--- src/hw/rtl/cssd_pkg.sv ---
`timescale 1ns / 1ps

package cssd_pkg;

  // Field widths
  localparam int EN_W        = 16;
  localparam int POS_W       = 16;
  localparam int RATIO_W     = 12;
  localparam int MERGE_W     = 32;
  localparam int CFG_W       = 32;
  localparam int CFG_IDX_W   = 1;
  localparam int FRAC_BITS   = 8;

  // Window geometry
  localparam int HALF_WINDOW = 3;
  localparam int WIN_LEN     = 2 * HALF_WINDOW;
  localparam int HITS_W      = $clog2(WIN_LEN + 1);
  localparam int SUM_W       = EN_W + $clog2(HALF_WINDOW + 1);

  // Arithmetic widths
  localparam int PROD_W      = SUM_W + RATIO_W;
  localparam int CMP_W       = 2 * SUM_W;
  localparam int DIFF_W      = POS_W + 1;
  localparam int SQ_W        = 2 * POS_W;
  localparam int DSQ_W       = SQ_W + 2;

  // Queue between front and back
  localparam int FIFO_DEPTH  = 4;
  localparam int FIFO_AW     = $clog2(FIFO_DEPTH);
  localparam int FIFO_CW     = $clog2(FIFO_DEPTH + 1);

  // Register indexes and reset values
  localparam logic [CFG_IDX_W-1:0] REG_RATIO = 1'd0;
  localparam logic [CFG_IDX_W-1:0] REG_MERGE = 1'd1;
  localparam logic [RATIO_W-1:0]   RATIO_RESET = 12'd384;
  localparam logic [MERGE_W-1:0]   MERGE_RESET = 32'd256;

  typedef struct packed {
    logic signed [POS_W-1:0] x;
    logic signed [POS_W-1:0] y;
    logic signed [POS_W-1:0] z;
  } pos_t;

  typedef struct packed {
    logic                    first_of_cluster;
    logic [EN_W-1:0]         hit_energy;
    logic signed [POS_W-1:0] pos_x;
    logic signed [POS_W-1:0] pos_y;
    logic signed [POS_W-1:0] pos_z;
  } in_item_t;

  typedef struct packed {
    logic signed [POS_W-1:0] split_x;
    logic signed [POS_W-1:0] split_y;
    logic signed [POS_W-1:0] split_z;
  } out_item_t;

  typedef struct packed {
    logic [RATIO_W-1:0] ratio;
    logic [MERGE_W-1:0] merge;
  } cfg_t;

  // One classified window handed from front to back
  typedef struct packed {
    logic             first;
    logic             full;
    logic             pvalid;
    logic [SUM_W-1:0] b_sum;
    logic [SUM_W-1:0] a_sum;
    logic [SUM_W-1:0] pb_sum;
    logic [SUM_W-1:0] pa_sum;
    pos_t             pos;
  } job_t;

endpackage

--- src/hw/rtl/cssd_front.sv ---
`timescale 1ns / 1ps

module cssd_front (
  input  logic              clk,
  input  logic              rst_n,
  input  logic              in_valid,
  input  cssd_pkg::in_item_t in_data,
  input  logic              q_full,
  output logic              push,
  output cssd_pkg::job_t    job
);

  logic [cssd_pkg::EN_W-1:0]   ew_r [cssd_pkg::WIN_LEN];
  cssd_pkg::pos_t              ctr_r [cssd_pkg::HALF_WINDOW];
  logic [cssd_pkg::HITS_W-1:0] hits_r, hits_nxt, hits_eff;
  logic [cssd_pkg::SUM_W-1:0]  pb_r, pa_r, b_sum, a_sum;
  logic                        pvalid_r;
  logic                        first, full;

  assign push  = in_valid && !q_full;
  assign first = in_data.first_of_cluster;

  // Window state as seen by this hit: a cluster start empties it
  assign hits_eff = first ? '0 : hits_r;
  assign full     = hits_eff >= cssd_pkg::HITS_W'(cssd_pkg::WIN_LEN);
  assign hits_nxt = full ? hits_eff : hits_eff + 1'b1;

  // Before and after sums around the middle hit
  always_comb begin
    b_sum = '0;
    a_sum = cssd_pkg::SUM_W'(in_data.hit_energy);
    for (int i = 0; i < cssd_pkg::HALF_WINDOW; i++) begin
      b_sum = b_sum + cssd_pkg::SUM_W'(ew_r[i]);
    end
    for (int i = cssd_pkg::HALF_WINDOW + 1; i < cssd_pkg::WIN_LEN; i++) begin
      a_sum = a_sum + cssd_pkg::SUM_W'(ew_r[i]);
    end
  end

  always_comb begin
    job.first  = first;
    job.full   = full;
    job.pvalid = first ? 1'b0 : pvalid_r;
    job.b_sum  = b_sum;
    job.a_sum  = a_sum;
    job.pb_sum = first ? '0 : pb_r;
    job.pa_sum = first ? cssd_pkg::SUM_W'(1) : pa_r;
    job.pos    = ctr_r[0];
  end

  // Cluster control state
  always_ff @(posedge clk) begin
    if (!rst_n) begin
      hits_r   <= '0;
      pvalid_r <= 1'b0;
      pb_r     <= '0;
      pa_r     <= cssd_pkg::SUM_W'(1);
    end else if (push) begin
      hits_r <= hits_nxt;
      if (full) begin
        pvalid_r <= 1'b1;
        pb_r     <= b_sum;
        pa_r     <= a_sum;
      end else if (first) begin
        pvalid_r <= 1'b0;
        pb_r     <= '0;
        pa_r     <= cssd_pkg::SUM_W'(1);
      end
    end
  end

  // Energy and position shift lines; entries are refilled before use
  always_ff @(posedge clk) begin
    if (push) begin
      for (int i = 0; i < cssd_pkg::WIN_LEN - 1; i++) begin
        ew_r[i] <= ew_r[i+1];
      end
      ew_r[cssd_pkg::WIN_LEN-1] <= in_data.hit_energy;
      for (int i = 0; i < cssd_pkg::HALF_WINDOW - 1; i++) begin
        ctr_r[i] <= ctr_r[i+1];
      end
      ctr_r[cssd_pkg::HALF_WINDOW-1] <= '{x: in_data.pos_x, y: in_data.pos_y, z: in_data.pos_z};
    end
  end

endmodule

--- config.mk ---
export PLATFORM = sky130hd
export DESIGN_NAME = cssd_front
export DESIGN_NICKNAME = d
export VERILOG_FILES = /design/src/hw/rtl/cssd_pkg.sv /design/src/hw/rtl/cssd_front.sv
export SDC_FILE = /design/constraint.sdc
export NUM_CORES = 1
export LEC_CHECK = 0
export ABC_AREA = 1
export BUFFER_PORTS_ARGS = -buffer_cell sky130_fd_sc_hd__buf_2
export CORE_MARGIN = 4
export CORE_UTILIZATION = 25
export DETAILED_ROUTE_END_ITERATION = 8
export GPL_TIMING_DRIVEN = 1
export HOLD_SLACK_MARGIN = 0.06
export PLACE_DENSITY_LB_ADDON = 0.12
export SYNTH_ARGS = -nofsm -noshare
export SYNTH_HDL_FRONTEND = slang
export SYNTH_SLANG_ARGS = --single-unit
--- constraint.sdc ---
create_clock -name clk -period 2.9 [get_ports clk]
set_input_delay 0 -clock clk [delete_from_list [all_inputs] [get_ports clk]]
set_output_delay 0 -clock clk [all_outputs]
set_load 0.005 [all_outputs]
==> flow_summary.ini, run 1 <==
[outcome]
outcome = finished clean

[setup_path]
worstPathCellList = fa_1 -> ha_2 -> fa_2 -> nand2_1 -> nand2_1 -> nand3b_1 -> nand2_2 -> nand2_2 -> nand3b_1 -> and2_4 -> buf_2
r2r_cells = 12
crit_arrival_ps = 2780
cpPeakStageDelay_ps = 480
start_kind = register
critical-path-slowest-cell = fa_1
crit_type = register to primary output
critPathCaptureType = primary output
worstPathRequired_ps = 2900
critPathMaxFanout = 3

[cells_and_area]
fin_nets = 1398
fillers = 4897
layout-drive-gt1-share = 0.258
fin_util = 0.327
area_growth_pct = 28.5
antennaDiodeCount = 0

[synthesis]
ys_types = 35
synth_top_family_by_area = simple AND/OR/NAND/NOR gates
ys_ff_latch = 280
synth_area_sq_mm = 0.0122
yosys.area_share.adder = 0.0875
ys_seq_area_frac = 0.656
synth_nets = 1157
yosysWarnings = 0
synth_compound_area_frac = 0.0394
syn_avg_cell_area_sq_um = 11.9
synth_cells = 1023
synthSimpleGateAreaFrac = 0.120
synthXorXnorAreaFrac = 0.00932
synthMuxAreaShare = 0

[timing]
setup_viol = 0
fmax_ghz = 0.359
hold_viol_final = 0
rsz0062_at_grt = true
min_period_over_period = 0.960
fin_ws_ps = 117
slew_headroom = 0.382
worst_pin_slew_ps = 927
final.setup.tns_ps = 0
holdWs_ps = 183
layout_min_cycle_time_ps = 2780
maxSlewViolCount = 0
finClkSkew_ps = 12.2

[drt]
viasPerCell = 3.97
met1_length_um = 12500
finalWirelength_um = 28200
wl_met3_um = 1770
drt_iter0_drc = 284
wire_per_inst_um = 14.9
firstDrtPassIters = 4
top_layer = met4
drc = 0
postRouteAntennaNets = 0
wl_met2_um = 13300
vias = 7555

[global_route]
antenna_found_initial = 0
grt_pass1_wl_um = 43600
grt_overflow_total = 0
grt_pass1_vias = 7638
grt_start_max_net_pins = 73
grt.total_usage = 0.106

[flow_run]
drv_cap = 0

[cts]
cts_buffers = 36
cts_tree = built
clock-root-buffer = clkbuf_16
clk_path_buf_depth = 3
clock-sinks = 280
ctsHtreeMaxLevel = 2
clkSlewWorstSetupHoldPaths_ps = 60
clock_latency_ps = 530

[die]
die_h_um = 229
core_area_sq_mm = 0.0480
die-area_sq_mm = 0.0525
start_util = 0.254
io_pins = 193
rows = 80
die_w_um = 229

[place]
hpwl_um = 19400
place_ws_ps = 369
gp_congestion = 0.741
portBuffers = 192

[min_path]
hold_depth = 2
min_path_type = primary input to register

[power]
power_density_mw_per_mm2 = 653
ir_worst_vdd_uv = 327
p_leak_nw = 6.22
## report_power, final
| part | switching [mW] | total [mW] | leakage (nW) | internal (mW) |
|---|---|---|---|---|
| Clock | 1.72 | 4.23 | 0.529 | 2.51 |
| Combinational | 0.821 | 1.45 | 3.12 | 0.628 |
| Sequential | 0.0486 | 4.58 | 2.57 | 4.54 |
| Total | 2.59 | 10.3 | 6.22 | 7.67 |
## layout make-up
class	instances	area (sq um)	area share
clock buffer	40	937	0.0597
clock inverter	21	171	0.0109
inverter	158	608	0.0387
multi-input combinational	518	3450	0.220
sequential	280	8010	0.510
tap	615	769	0.0490
timing repair buffer	270	1750	0.112
## sequential cells by signal (all words and copies together), names as in the netlist
name      cells
hits_r        3
pa_r         18
ctr_r       144
ew_r         96
pb_r         18
pvalid_r      1
## per-layer routing
metal,track usage,vias to the layer above
met5,0,-
met4,0.0335,0
met3,0.0368,45
met2,0.175,142
met1,0.132,3564
li1,-,3804
## cells in the final DEF, fill, tap and decap left out, drive strengths merged, types with 34 or more instances in the layout
cell type,n
fa,34
nor2,72
edfxtp,240
clkbuf,40
dlygate4sd3,66
buf,204
dfxtp,40
a21oi,49
inv,158
nand2,207
nand3,35
## stage by stage
| stage | total power, mW | instances | cell area, sq um |
|---|---|---|---|
| floorplan | 5.41 | 1023 | 12200 |
| global placement | 5.91 | 1773 | 13600 |
| detailed placement | 5.90 | 1773 | 13600 |
| CTS | 10.4 | 1900 | 15400 |
| global route | 10.9 | 1902 | 15700 |
| finish | 10.3 | 1902 | 15700 |
## worst paths after layout
kind                  from             to  slack [ps]
max reg2reg     ew_r[5][1]       pa_r[11]         530
min            in_data[17]  ctr_r[0][113]         180
max             ew_r[5][1]        job[95]         120
min reg2reg  ctr_r[0][137]   ctr_r[0][89]         410
## cell families (layout without fill, tap and decap cells)
kind of cell,count (synthesis),in the layout
simple gates,349,349
flops,280,280
buf+inv,225,489
compound gates,91,91
fa+ha+maj,65,65
xor+xnor,13,13
## synthesized netlist by cell type (all sizes together)
master  instances  share of area
edfxtp        240           0.59
nand2         207          0.064
inv           156          0.048
nor2           72          0.024
buf            63          0.038
a21oi          49          0.020
dfxtp          40          0.066
nand3          35          0.014
fa             34          0.056
ha             31          0.032
o21ai          31          0.013
and2           16         0.0083
xor2           12         0.0086
nand3b          7         0.0043
nor3            6         0.0025
or2             5         0.0026
a31oi           4         0.0020
clkbuf          4         0.0012
a221oi          3         0.0022
clkinv          2        0.00072
o21bai          2         0.0012
nand4           1        0.00051
o221ai          1        0.00072
o22ai           1        0.00051
xnor2           1        0.00072
## critical path: cells and delay by family, from the launching register on
family,cells,cell delay [ps]
adders and majority gates,3,1060
and+or+nand+nor,7,660
DFF,1,420
buffers and inverters,1,120
## timing repair
| item | 4_1_cts | 5_1_grt |
|---|---|---|
| setup endpoints to repair | 16 | 20 |
| hold endpoints to repair | 71 | 0 |
| buffers inserted | 0 | 2 |
| hold buffers | 66 | 0 |
| resized for setup | 12 | 67 |
| pin swaps | 3 | 15 |
Note: power is estimated with default switching activity, not from simulation.
==> inputs of run 2 (changes only) <==
CORE_UTILIZATION = 30   (was 25)
==> run 2 against run 1 <==
Against the previous run:
- total power is 2.0% lower
- global-route usage grew 1.3 points
- final cell count shrank 4.4%
- via count grew 1.3%
- maximum frequency fell by 0.22%
- register-to-register slack got worse by 20 ps
- setup slack worse by 6.2 ps
- clock power decreased by 4.7%
- sequential power about the same
- sequential share of layout area up 0.40 points
- critical path depth unchanged
- worst hold slack about the same
==> flow_summary.ini, run 2 (synthesis gave the netlist of run 1 again) <==
[setup_path]
worstPathCellList = fa_1 -> ha_2 -> fa_2 -> nand2_1 -> nand2_1 -> nand3b_1 -> nand2_2 -> nand2_2 -> nand3b_1 -> and2_4 -> buf_6
start_kind = register
cpPeakStageDelay_ps = 500
critPathCaptureType = primary output
crit_type = register to primary output
crit_arrival_ps = 2790
crit_family = adder cells
path_buf_inv = 1
critPathMaxFanout = 3
worstPathRequired_ps = 2900
critical-path-slowest-cell = fa_1

[timing]
maxSlewViolCount = 0
slew_headroom = 0.474
worst_pin_slew_ps = 789
holdWs_ps = 183
rsz0062_at_grt = true
min_period_over_period = 0.962
setup_viol = 0
hold_viol_final = 0
layout_min_cycle_time_ps = 2790
fin_ws_ps = 110
fmax_ghz = 0.358
finClkSkew_ps = 18.5

[drt]
firstDrtPassIters = 6
viasPerCell = 4.21
postRouteAntennaNets = 0
drc = 0
finalWirelength_um = 26700
drt_iter0_drc = 382
met1_length_um = 12100
wl_met2_um = 12000
top_layer = met4
wire_per_inst_um = 14.7
wl_met3_um = 1790
vias = 7654

[cells_and_area]
fillers = 3962
fin_util = 0.389
final_common_cell = edfxtp_1
reg_top3 = ctr_r (144), ew_r (96)
largest_reg_flops = 144
antennaDiodeCount = 0
area_growth_pct = 27.5
stdcell_area_sq_mm = 0.0156
layout-drive-gt1-share = 0.249
final_cell_mix = 240 x edfxtp_1, 188 x nand2_1, 187 x buf_2, 154 x inv_1, 69 x nor2_1
top_register = ctr_r
fin_nets = 1402

[place]
gp_congestion = 0.808
portBuffers = 192
hpwl_um = 18300
place_ws_ps = 327
placedInstanceArea_sq_mm = 0.0134

[power]
power_density_mw_per_mm2 = 645
power.total_mw = 10.1
seq_power_share = 0.456
p_leak_nw = 6.23
intPower_mw = 7.54
p_sw_mw = 2.51
ir_worst_vdd_uv = 308
clkPwrFrac = 0.401
power.share.switching = 0.250
comb_power_share = 0.143

[die]
start_util = 0.305
core_area_sq_mm = 0.0400
die_w_um = 210
die_h_um = 210
io_pins = 193
rows = 73
die-area_sq_mm = 0.0440

[global_route]
antenna_found_initial = 0
grt_pass1_vias = 7756
grt_start_max_net_pins = 76
grt_overflow_total = 0
grt_pass1_wl_um = 41600
grt.total_usage = 0.119

[cts]
clock-root-buffer = clkbuf_16
clk_path_buf_depth = 3
clock-sinks = 280
clkSlewWorstSetupHoldPaths_ps = 60
clock_latency_ps = 530
cts_buffers = 35
cts_tree = built
ctsHtreeMaxLevel = 2

[flow_run]
drv_cap = 0

[min_path]
min_path_type = primary input to register

[outcome]
outcome = finished clean
run 2: changes by cell type in the layout (fill, tap and decap cells not counted), sizes merged:
cell and delta:
clkinvlp -5, bufinv -2, buf +5, clkbuf +4
clkinv +6, inv -1
run 2: stage by stage:
stage / TNS, ps / instances
5_1_grt: -144 / 1819
2_1_floorplan: 0 / 1023
4_1_cts: 0 / 1811
6_report: 0 / 1819
3_5_place_dp: 0 / 1681
3_3_place_gp: 0 / 1681
run 2: power groups by stage:
stage | Clock (mW) | Combinational, mW | Sequential (mW)
after floorplan | 0 | 0.745 | 4.66
after global placement | 0 | 1.22 | 4.66
after detailed placement | 0 | 1.21 | 4.67
after CTS | 4.23 | 1.32 | 4.59
after global routing | 4.39 | 1.63 | 4.60
final | 4.03 | 1.44 | 4.58
run 2: per-layer routing:
layer / track usage / vias up
met3: 0.0365 / 47
met1: 0.156 / 3623
li1: - / 3814
met2: 0.187 / 170
met4: 0.0446 / 0
met5: 0 / -
run 2: worst register-to-register path: cells and delay by family, from the launching register on:
family / cells / cell delay [ps]
AO/OA/AOI/OAI: 1 / 130
adder cells (fa/ha/maj): 3 / 1090
buffers and inverters: 1 / 150
flip-flops: 1 / 410
AND/OR/NAND/NOR: 7 / 510
run 2: what timing repair did:
item	CTS	global route
endpoints found under the hold margin	73	0
gates resized for setup	13	58
setup endpoints to repair	15	18
pin swaps	4	18
setup buffers	1	8
hold buffers	66	0
run 2: worst paths after layout:
check	startpoint	cells after the start	slack (ps)	to
min	in_data[3]	2	180	ctr_r[0][99]
max	ew_r[5][1]	11	110	job[95]
max reg2reg	ew_r[5][1]	12	510	pa_r[17]
min reg2reg	ctr_r[0][142]	0	410	ctr_r[0][94]
run 2: cell type report:
cell class,instances,area (sq um),area share
Tap cell,525,657,0.0422
Sequential cell,280,8010,0.514
Clock buffer,44,972,0.0624
Multi-Input combinational cell,518,3440,0.221
Clock inverter,19,92.6,0.00594
Timing Repair Buffer,275,1800,0.115
Inverter,158,608,0.0390
