==> src/hw/rtl/cssd_pkg.sv <==
`timescale 1ns / 1ps

package cssd_pkg;

  // Field widths
  localparam int EN_W        = 16;
  localparam int POS_W       = 16;
  localparam int RATIO_W     = 12;
  localparam int MERGE_W     = 32;
  localparam int CFG_W       = 32;
  localparam int CFG_IDX_W   = 1;
  localparam int FRAC_BITS   = 8;

  // Window geometry
  localparam int HALF_WINDOW = 3;
  localparam int WIN_LEN     = 2 * HALF_WINDOW;
  localparam int HITS_W      = $clog2(WIN_LEN + 1);
  localparam int SUM_W       = EN_W + $clog2(HALF_WINDOW + 1);

  // Arithmetic widths
  localparam int PROD_W      = SUM_W + RATIO_W;
  localparam int CMP_W       = 2 * SUM_W;
  localparam int DIFF_W      = POS_W + 1;
  localparam int SQ_W        = 2 * POS_W;
  localparam int DSQ_W       = SQ_W + 2;

  // Queue between front and back
  localparam int FIFO_DEPTH  = 4;
  localparam int FIFO_AW     = $clog2(FIFO_DEPTH);
  localparam int FIFO_CW     = $clog2(FIFO_DEPTH + 1);

  // Register indexes and reset values
  localparam logic [CFG_IDX_W-1:0] REG_RATIO = 1'd0;
  localparam logic [CFG_IDX_W-1:0] REG_MERGE = 1'd1;
  localparam logic [RATIO_W-1:0]   RATIO_RESET = 12'd384;
  localparam logic [MERGE_W-1:0]   MERGE_RESET = 32'd256;

  typedef struct packed {
    logic signed [POS_W-1:0] x;
    logic signed [POS_W-1:0] y;
    logic signed [POS_W-1:0] z;
  } pos_t;

  typedef struct packed {
    logic                    first_of_cluster;
    logic [EN_W-1:0]         hit_energy;
    logic signed [POS_W-1:0] pos_x;
    logic signed [POS_W-1:0] pos_y;
    logic signed [POS_W-1:0] pos_z;
  } in_item_t;

  typedef struct packed {
    logic signed [POS_W-1:0] split_x;
    logic signed [POS_W-1:0] split_y;
    logic signed [POS_W-1:0] split_z;
  } out_item_t;

  typedef struct packed {
    logic [RATIO_W-1:0] ratio;
    logic [MERGE_W-1:0] merge;
  } cfg_t;

  // One classified window handed from front to back
  typedef struct packed {
    logic             first;
    logic             full;
    logic             pvalid;
    logic [SUM_W-1:0] b_sum;
    logic [SUM_W-1:0] a_sum;
    logic [SUM_W-1:0] pb_sum;
    logic [SUM_W-1:0] pa_sum;
    pos_t             pos;
  } job_t;

endpackage

==> src/hw/rtl/cssd_queue.sv <==
`timescale 1ns / 1ps

module cssd_queue (
  input  logic           clk,
  input  logic           rst_n,
  input  logic           push,
  input  cssd_pkg::job_t push_job,
  input  logic           pop,
  output cssd_pkg::job_t head_job,
  output logic           q_full,
  output logic           q_empty
);

  cssd_pkg::job_t               mem_r [cssd_pkg::FIFO_DEPTH];
  logic [cssd_pkg::FIFO_AW-1:0] wr_ptr_r, rd_ptr_r;
  logic [cssd_pkg::FIFO_CW-1:0] count_r;

  assign q_full   = count_r == cssd_pkg::FIFO_CW'(cssd_pkg::FIFO_DEPTH);
  assign q_empty  = count_r == '0;
  assign head_job = mem_r[rd_ptr_r];

  // Pointers and fill count
  always_ff @(posedge clk) begin
    if (!rst_n) begin
      wr_ptr_r <= '0;
      rd_ptr_r <= '0;
      count_r  <= '0;
    end else begin
      if (push) begin
        wr_ptr_r <= (wr_ptr_r == cssd_pkg::FIFO_AW'(cssd_pkg::FIFO_DEPTH - 1)) ?
                    '0 : wr_ptr_r + 1'b1;
      end
      if (pop) begin
        rd_ptr_r <= (rd_ptr_r == cssd_pkg::FIFO_AW'(cssd_pkg::FIFO_DEPTH - 1)) ?
                    '0 : rd_ptr_r + 1'b1;
      end
      if (push && !pop) begin
        count_r <= count_r + 1'b1;
      end else if (pop && !push) begin
        count_r <= count_r - 1'b1;
      end
    end
  end

  // Entry storage
  always_ff @(posedge clk) begin
    if (push) begin
      mem_r[wr_ptr_r] <= push_job;
    end
  end

  a_count_bound: assert property (@(posedge clk) disable iff (!rst_n)
    count_r <= cssd_pkg::FIFO_CW'(cssd_pkg::FIFO_DEPTH))
    else $error("queue fill count above depth");

  a_no_pop_empty: assert property (@(posedge clk) disable iff (!rst_n)
    pop |-> !q_empty)
    else $error("queue popped while empty");

endmodule

==> config.mk <==
export PLATFORM = sky130hd
export DESIGN_NAME = cssd_queue
export DESIGN_NICKNAME = d
export VERILOG_FILES = /design/src/hw/rtl/cssd_pkg.sv /design/src/hw/rtl/cssd_queue.sv
export SDC_FILE = /design/constraint.sdc
export NUM_CORES = 1
export LEC_CHECK = 0
export BUFFER_PORTS_ARGS = -buffer_cell sky130_fd_sc_hd__buf_2
export CORE_ASPECT_RATIO = 0.7
export CORE_MARGIN = 5
export CORE_UTILIZATION = 25
export CTS_CLUSTER_DIAMETER = 30
export CTS_CLUSTER_SIZE = 12
export DETAILED_ROUTE_END_ITERATION = 10
export HOLD_SLACK_MARGIN = 0.05
export MAX_ROUTING_LAYER = met4
export PLACE_DENSITY = 0.49
export SLEW_MARGIN = 40
export SYNTH_ARGS = -nofsm -noshare
export SYNTH_HDL_FRONTEND = slang
export SYNTH_SLANG_ARGS = --single-unit
==> constraint.sdc <==
create_clock -name clk -period 11.7 [get_ports clk]
set_clock_uncertainty 0.05 [all_clocks]
set_input_delay 2.34 -clock clk [delete_from_list [all_inputs] [get_ports clk]]
set_output_delay 2.34 -clock clk [all_outputs]
set_load 0.02 [all_outputs]
==> results.toml, run 1 <==
[critical_path]
worstRegToRegCells = 3
r2r_setup_slack_ns = 9.72
path_max_fanout = 39
critPathCaptureType = "output port"
path_class = "reg -> out"
r2r_end = "mem_r[3][42]"
startpoint_type = "flip-flop"
arrival_ns = 3.16
crit-reg2reg-launch = "wr_ptr_r[0]"
critPathRequiredTime_ns = 9.31

[sta]
tightest_slew_ns = 0.7161
timing.final.max_slew_violations = 0
hold_viol = 0
final.period_utilization_pct = 47.44
fmax_ghz = 0.1802
fin_crit_ns = 5.551
setup_violations = 0
fin_setup_tns_ns = 0
hold_slack_ns = 0.4444
relSlewSlack_pct = 52.26
rsz0062_at_grt = "no"

[route]
drcViolationCount = 0
drtIter0Drc = 446
wl_um = 38930
vias = 8418
viasPerCell = 4.045
wl_per_cell_um = 18.71
ant_nets = 0
drtPass1Iterations = 4

[yosys]
synthAdderAreaFrac_pct = 0.5227
synth_mux_area_share_pct = 15.45
synth_xor_area_share_pct = 0.09629
synth-seq-cells = 501
syn-num-nets = 821
synth.area.top_cells = "edfxtp_1 81%, mux4_2 15%, dfxtp_1 0.99%"
netlist_area_um2 = 18190
synth_top_area_share_pct = 81.21
yosysWarningCount = 0
yosys.area.top_type = "edfxtp_1"
synthSimpleGateAreaFrac_pct = 0.4952
synthesis.instances = 687
synth_compound_area_share_pct = 0.1100
avgSynthCellArea_um2 = 26.48
synth_top_family_by_area = "multiplexers"
synthDistinctLibCells = 21
synth-seq-area-share_pct = 82.20

[layout]
drive_gt1_share_pct = 50.82
finalInstanceArea_um2 = 24120
syn_to_final_growth_pct = 32.58
fin_nets = 1154
fill_cells = 6798

[outcome]
status = "complete, no violations"

[power]
total_power_uw = 5327
powerDensity_nw_per_um2 = 220.8
p_leak_uw = 0.008125
ir_drop_mv = 0.1889

[grt]
grt_pass1_vias = 9361
track_usage_pct = 10.19
grt_overflow = 0
antenna_found_initial = 12
grt_max_degree = 63
grt_pass1_wl_um = 58770

[placed_design]
routabilityCongestion = 0.6713
port-buffer-count = 251
placed_area_um2 = 20620
post-dp-hpwl_um = 22660

[clocking]
clockBufferDepth = 3
htreeDepth = 3
cts_made_buffers = 95
cts.repair.resized = 0
insertion_delay_ns = 0.63
cts_sinks = 501
cts_setup_buffers = 0
tritoncts = "yes"
postCtsHoldBufs = 0
root_buffer = "clkbuf_16"
clkTransAtPathRegs_ns = 0.04

[floorplan]
top_level_ports = 252
std_cell_rows = 82
initial_core_util_pct = 25.33
coreArea_um2 = 71820
fp.dieArea_um2 = 78350
die_w_um = 332.4
die_h_um = 235.7

[min_path]
min_path_type = "reg -> reg"
hold_depth = 2
min_from = "count_r[2]"
min_to = "count_r[2]"

[flow_run]
cap_viol_max_count = 0
-- where the power goes --
group	internal, uW	total, uW	switching (uW)	leakage [uW]
logic	145	375	229	0.00188
clock network	1930	2870	934	0.00165
registers	2060	2080	21.5	0.00459
total	4140	5330	1180	0.00812
-- layer usage --
layer  GRT usage [%]  wire, um  vias up
li1                -         -     3710
met1           12.51     16810     4387
met2           15.05     17980      259
met3           4.370      3341       62
met4           3.730       794        0
met5               -         0        -
-- placed cells by master (no fill, tap or decap), types with 2 or more instances in the layout --
| cell type | n |
|---|---|
| clkinv_1 | 5 |
| clkbuf_16 | 95 |
| buf_2 | 251 |
| nor2b_1 | 5 |
| edfxtp_1 | 492 |
| diode_2 | 13 |
| clkbuf_8 | 5 |
| inv_1 | 4 |
| dfxtp_1 | 7 |
| dfxtp_4 | 2 |
| buf_6 | 12 |
| bufinv_16 | 18 |
| mux2i_1 | 4 |
| nor3_1 | 2 |
| mux4_2 | 123 |
| inv_6 | 5 |
| clkinv_4 | 9 |
| clkinvlp_4 | 14 |
| clkinv_2 | 16 |
| and2_4 | 4 |
| ha_1 | 6 |
| inv_16 | 3 |
| clkinv_16 | 2 |
| clkbuf_1 | 7 |
-- registers in the layout, indices dropped and copies added (netlist names), named ones only --
| signal | flops |
|---|---|
| wr_ptr_r | 2 |
| count_r | 3 |
| rd_ptr_r | 2 |
| mem_r | 492 |
-- worst max-delay path by stage --
stage              endpoint  slack [ns]      start  depth (start not counted)
2_1_floorplan   mem_r[0][0]        5.99       push                          1
3_3_place_gp   head_job[41]        6.42  flip-flop                          4
3_5_place_dp   head_job[66]        6.64  flip-flop                          4
4_1_cts        head_job[41]        5.94  flip-flop                          4
5_1_grt        head_job[37]        5.80  flip-flop                          4
6_report       head_job[41]        6.15  flip-flop                          4
-- stage by stage --
stage / std cells / util [%] / setup WS [ns]
6_report: 2081 / 33.58 / 6.149
2_1_floorplan: 687 / - / 5.992
3_5_place_dp: 1889 / 28.72 / 6.636
5_1_grt: 2078 / 33.57 / 5.802
4_1_cts: 2068 / 33.53 / 5.938
3_3_place_gp: 1889 / 28.66 / 6.424
-- worst max-delay path: stages, from the launching register on --
cell and delay [ns]:
dfxtp_4 0.59, buf_4 0.56, buf_6 0.54, mux4_2 0.59, buf_2 0.17
-- cell families (layout without fill, tap and decap cells) --
logic type      after synthesis  count (layout)
compound gates                3               3
xor+xnor                      2               2
fa+ha+maj                     7               7
buf+inv                      32             447
flops                       501             501
mux                         127             127
other cells                   0              13
simple gates                 15              15
-- layout make-up --
type                    count  area, um^2  area share [%]
well taps                 966        1209           5.011
repair buffers            264        1399           5.800
flip-flops and latches    501       14960           62.03
clock inverters            72       987.2           4.093
clock buffers             107        2472           10.25
multi-input cells         154        3043           12.62
diodes                     13       32.53          0.1349
inverters                   4       15.01         0.06225
-- cell usage after synthesis --
| cell type | number |
|---|---|
| edfxtp_1 | 492 |
| mux4_2 | 123 |
| buf_2 | 14 |
| buf_6 | 9 |
| dfxtp_1 | 9 |
| ha_1 | 6 |
| and2_1 | 5 |
| clkbuf_1 | 5 |
| nor2b_1 | 5 |
| inv_1 | 4 |
| mux2i_1 | 4 |
| nor3_1 | 2 |
| a21boi_0 | 1 |
| fa_1 | 1 |
| nor2_1 | 1 |
| nor3b_1 | 1 |
| o21a_1 | 1 |
| o21ai_0 | 1 |
| or3_1 | 1 |
| xnor2_1 | 1 |
| xor2_1 | 1 |
Power figures use the tool's default switching activity.
==> inputs of run 2 (changes only) <==
--- a/config.mk
+++ b/config.mk
@@ -5,6 +5,7 @@
 export SDC_FILE = /design/constraint.sdc
 export NUM_CORES = 1
 export LEC_CHECK = 0
+export ABC_AREA = 1
 export BUFFER_PORTS_ARGS = -buffer_cell sky130_fd_sc_hd__buf_2
 export CORE_ASPECT_RATIO = 0.7
 export CORE_MARGIN = 5
==> constraint.sdc (replaced) <==
create_clock -name clk -period 5.6 [get_ports clk]
set_clock_uncertainty 0.05 [all_clocks]
set_input_delay 1.12 -clock clk [delete_from_list [all_inputs] [get_ports clk]]
set_output_delay 1.12 -clock clk [all_outputs]
set_load 0.02 [all_outputs]
==> run 2 against run 1 <==
Compared with the run above:
- first-iteration DRC count is 11% higher
- global-route usage is 1.3 points higher
- flip-flop and latch count stayed put
- synthesized cell count is 82% higher
- critical endpoint is now head_job[45]
- non-clock buffer count is 1 higher
- register-to-register slack worse by 6.4 ns
- design area is 2.3% higher
- sequential share of layout area is 1.4 points lower
- hold slack better by 0.052 ns
==> results.toml, run 2 <==
[layout]
fill_cells = 7375
finalInstanceArea_um2 = 24670
final_common_cell = "edfxtp_1"
reg_top3 = "mem_r (492), count_r (3)"
top_register = "mem_r"
syn_to_final_growth_pct = 29.07
drive_gt1_share_pct = 31.60
layout_common_cells = "492 x edfxtp_1, 251 x buf_2, 214 x nor2_1"
largest_reg_flops = 492
fin_nets = 1665

[grt]
grt_overflow = 0
grt_max_degree = 129
antenna_found_initial = 9
track_usage_pct = 11.48
grt_pass1_wl_um = 70320
grt_pass1_vias = 11560

[critical_path]
critPathCaptureType = "output port"
critPathRequiredTime_ns = 4.43
crit-reg2reg-launch = "wr_ptr_r[0]"
path_class = "reg -> out"
path_max_fanout = 122
startpoint_type = "flip-flop"
arrival_ns = 2.96

[route]
drtIter0Drc = 496
drcViolationCount = 0
wl_per_cell_um = 17.93
viasPerCell = 4.344
ant_nets = 0
drtPass1Iterations = 6
wl_um = 46810
vias = 11340

[power]
total_power_uw = 11220
powerDensity_nw_per_um2 = 454.7
p_leak_uw = 0.008588
ir_drop_mv = 0.2290

[clocking]
cts_sinks = 501
cts.repair.resized = 0
postCtsHoldBufs = 0
clkTransAtPathRegs_ns = 0.05
root_buffer = "clkbuf_16"
insertion_delay_ns = 0.61
cts_setup_buffers = 0
tritoncts = "yes"
clockBufferDepth = 3
htreeDepth = 3
cts_made_buffers = 96

[placed_design]
post-dp-hpwl_um = 25550
port-buffer-count = 251
placed_area_um2 = 21250
pre_cts_ws_ns = 2.145
routabilityCongestion = 0.7025

[yosys]
yosysMostFrequentCell = "edfxtp_1"
synthDistinctLibCells = 25
async_reset_ff_share_pct = 0
synth.area.top_cells = "edfxtp_1 77%, nor2_1 4.2%, o21ai_0 3.4%"
syn-num-nets = 1382
synth_enable_flop_cells = 492
yosysWarningCount = 0
synthFlopType = "edfxtp_1"
synth_commonest_cells = "492 x edfxtp_1, 214 x nor2_1, 129 x o21ai_0"
avgSynthCellArea_um2 = 15.32
synthesis.instances = 1248
synth-seq-area-share_pct = 78.24
netlist_area_um2 = 19110
synth_top_area_share_pct = 77.30
yosys.area.top_type = "edfxtp_1"
synth-seq-cells = 501

[sta]
setup_violations = 0
fin_crit_ns = 4.133
fmax_ghz = 0.2419
timing.final.max_slew_violations = 0
hold_viol = 0
relSlewSlack_pct = 43.46
rsz0062_at_grt = "no"
fin_setup_tns_ns = 0
tightest_slew_ns = 0.8481
final.period_utilization_pct = 73.81
fin_ws_ns = 1.467

[floorplan]
std_cell_rows = 84
coreArea_um2 = 75460
top_level_ports = 252
fp.dieArea_um2 = 82170
initial_core_util_pct = 25.33
die_w_um = 340.5
die_h_um = 241.3

[min_path]
min_from = "wr_ptr_r[1]"
min_path_type = "reg -> reg"

[flow_run]
cap_viol_max_count = 0

[outcome]
status = "complete, no violations"
run 2: cell count changes after synthesis, sizes merged, moves of 5 or more:
cell	delta
nor2	+253
inv	+12
and2	-5
mux4	-123
clkbuf	+16
buf	+36
o21ai	+248
nor2b	-5
o22ai	+123
nand2	+8
run 2: stage by stage:
stage | std cells | util, % | hold WS [ns]
global placement | 2421 | 28.13 | 0.4625
finish | 2611 | 32.69 | 0.4960
floorplan | 1248 | - | 0.4397
detailed placement | 2422 | 28.16 | 0.4740
CTS | 2600 | 32.65 | 0.4875
global route | 2609 | 32.68 | 0.5286
run 2: final timing paths:
| check | depth (start not counted) | end | slack (ns) |
|---|---|---|---|
| worst min register to register | 2 | wr_ptr_r[1] | 0.50 |
| worst min-delay path | 2 | wr_ptr_r[1] | 0.50 |
| worst max-delay path | 5 | head_job[45] | 1.47 |
| worst max register to register | 5 | mem_r[2][114] | 3.36 |
run 2: final cells by class:
class | count | area (um^2) | area share (%)
Antenna cell | 11 | 27.53 | 0.1116
Multi-Input combinational cell | 651 | 3500 | 14.19
Timing Repair Buffer | 265 | 1465 | 5.939
Sequential cell | 501 | 14960 | 60.65
Inverter | 16 | 92.59 | 0.3753
Tap cell | 989 | 1237 | 5.016
Clock inverter | 66 | 859.6 | 3.484
Clock buffer | 112 | 2526 | 10.24
run 2: layer usage:
layer | vias to the layer above | wire length [um] | global-route usage [%] | share of wire, %
met5 | - | 0 | - | 0
met1 | 5665 | 20810 | 14.08 | 44
met4 | 0 | 991 | 3.566 | 2.1
met2 | 233 | 21750 | 17.70 | 46
li1 | 5360 | - | - | -
met3 | 84 | 3253 | 4.382 | 6.9
run 2: worst max-delay path: stages (launching register included):
cell     delay [ns]
dfxtp_4        0.47
inv_8          0.60
buf_12         0.43
nor2_1         0.07
o22ai_1        0.35
buf_2          0.24
run 2: kinds of logic (layout without fill, tap and decap cells):
family,after synthesis,count (layout),share of synthesized area [%]
compound gates,375,375,11.93
simple gates,268,268,5.833
other cells,0,11,0
flops,501,501,78.24
xor+xnor,1,1,0.04583
buf+inv,96,459,3.450
fa+ha+maj,7,7,0.4975
run 2: report_power, final:
| group | total [uW] | leakage (uW) | internal (uW) | switching (uW) |
|---|---|---|---|---|
| Clock | 5920 | 0.00163 | 4050 | 1860 |
| Combinational | 951 | 0.00236 | 282 | 669 |
| Sequential | 4350 | 0.00459 | 4300 | 51.0 |
| Total | 11200 | 0.00859 | 8640 | 2580 |
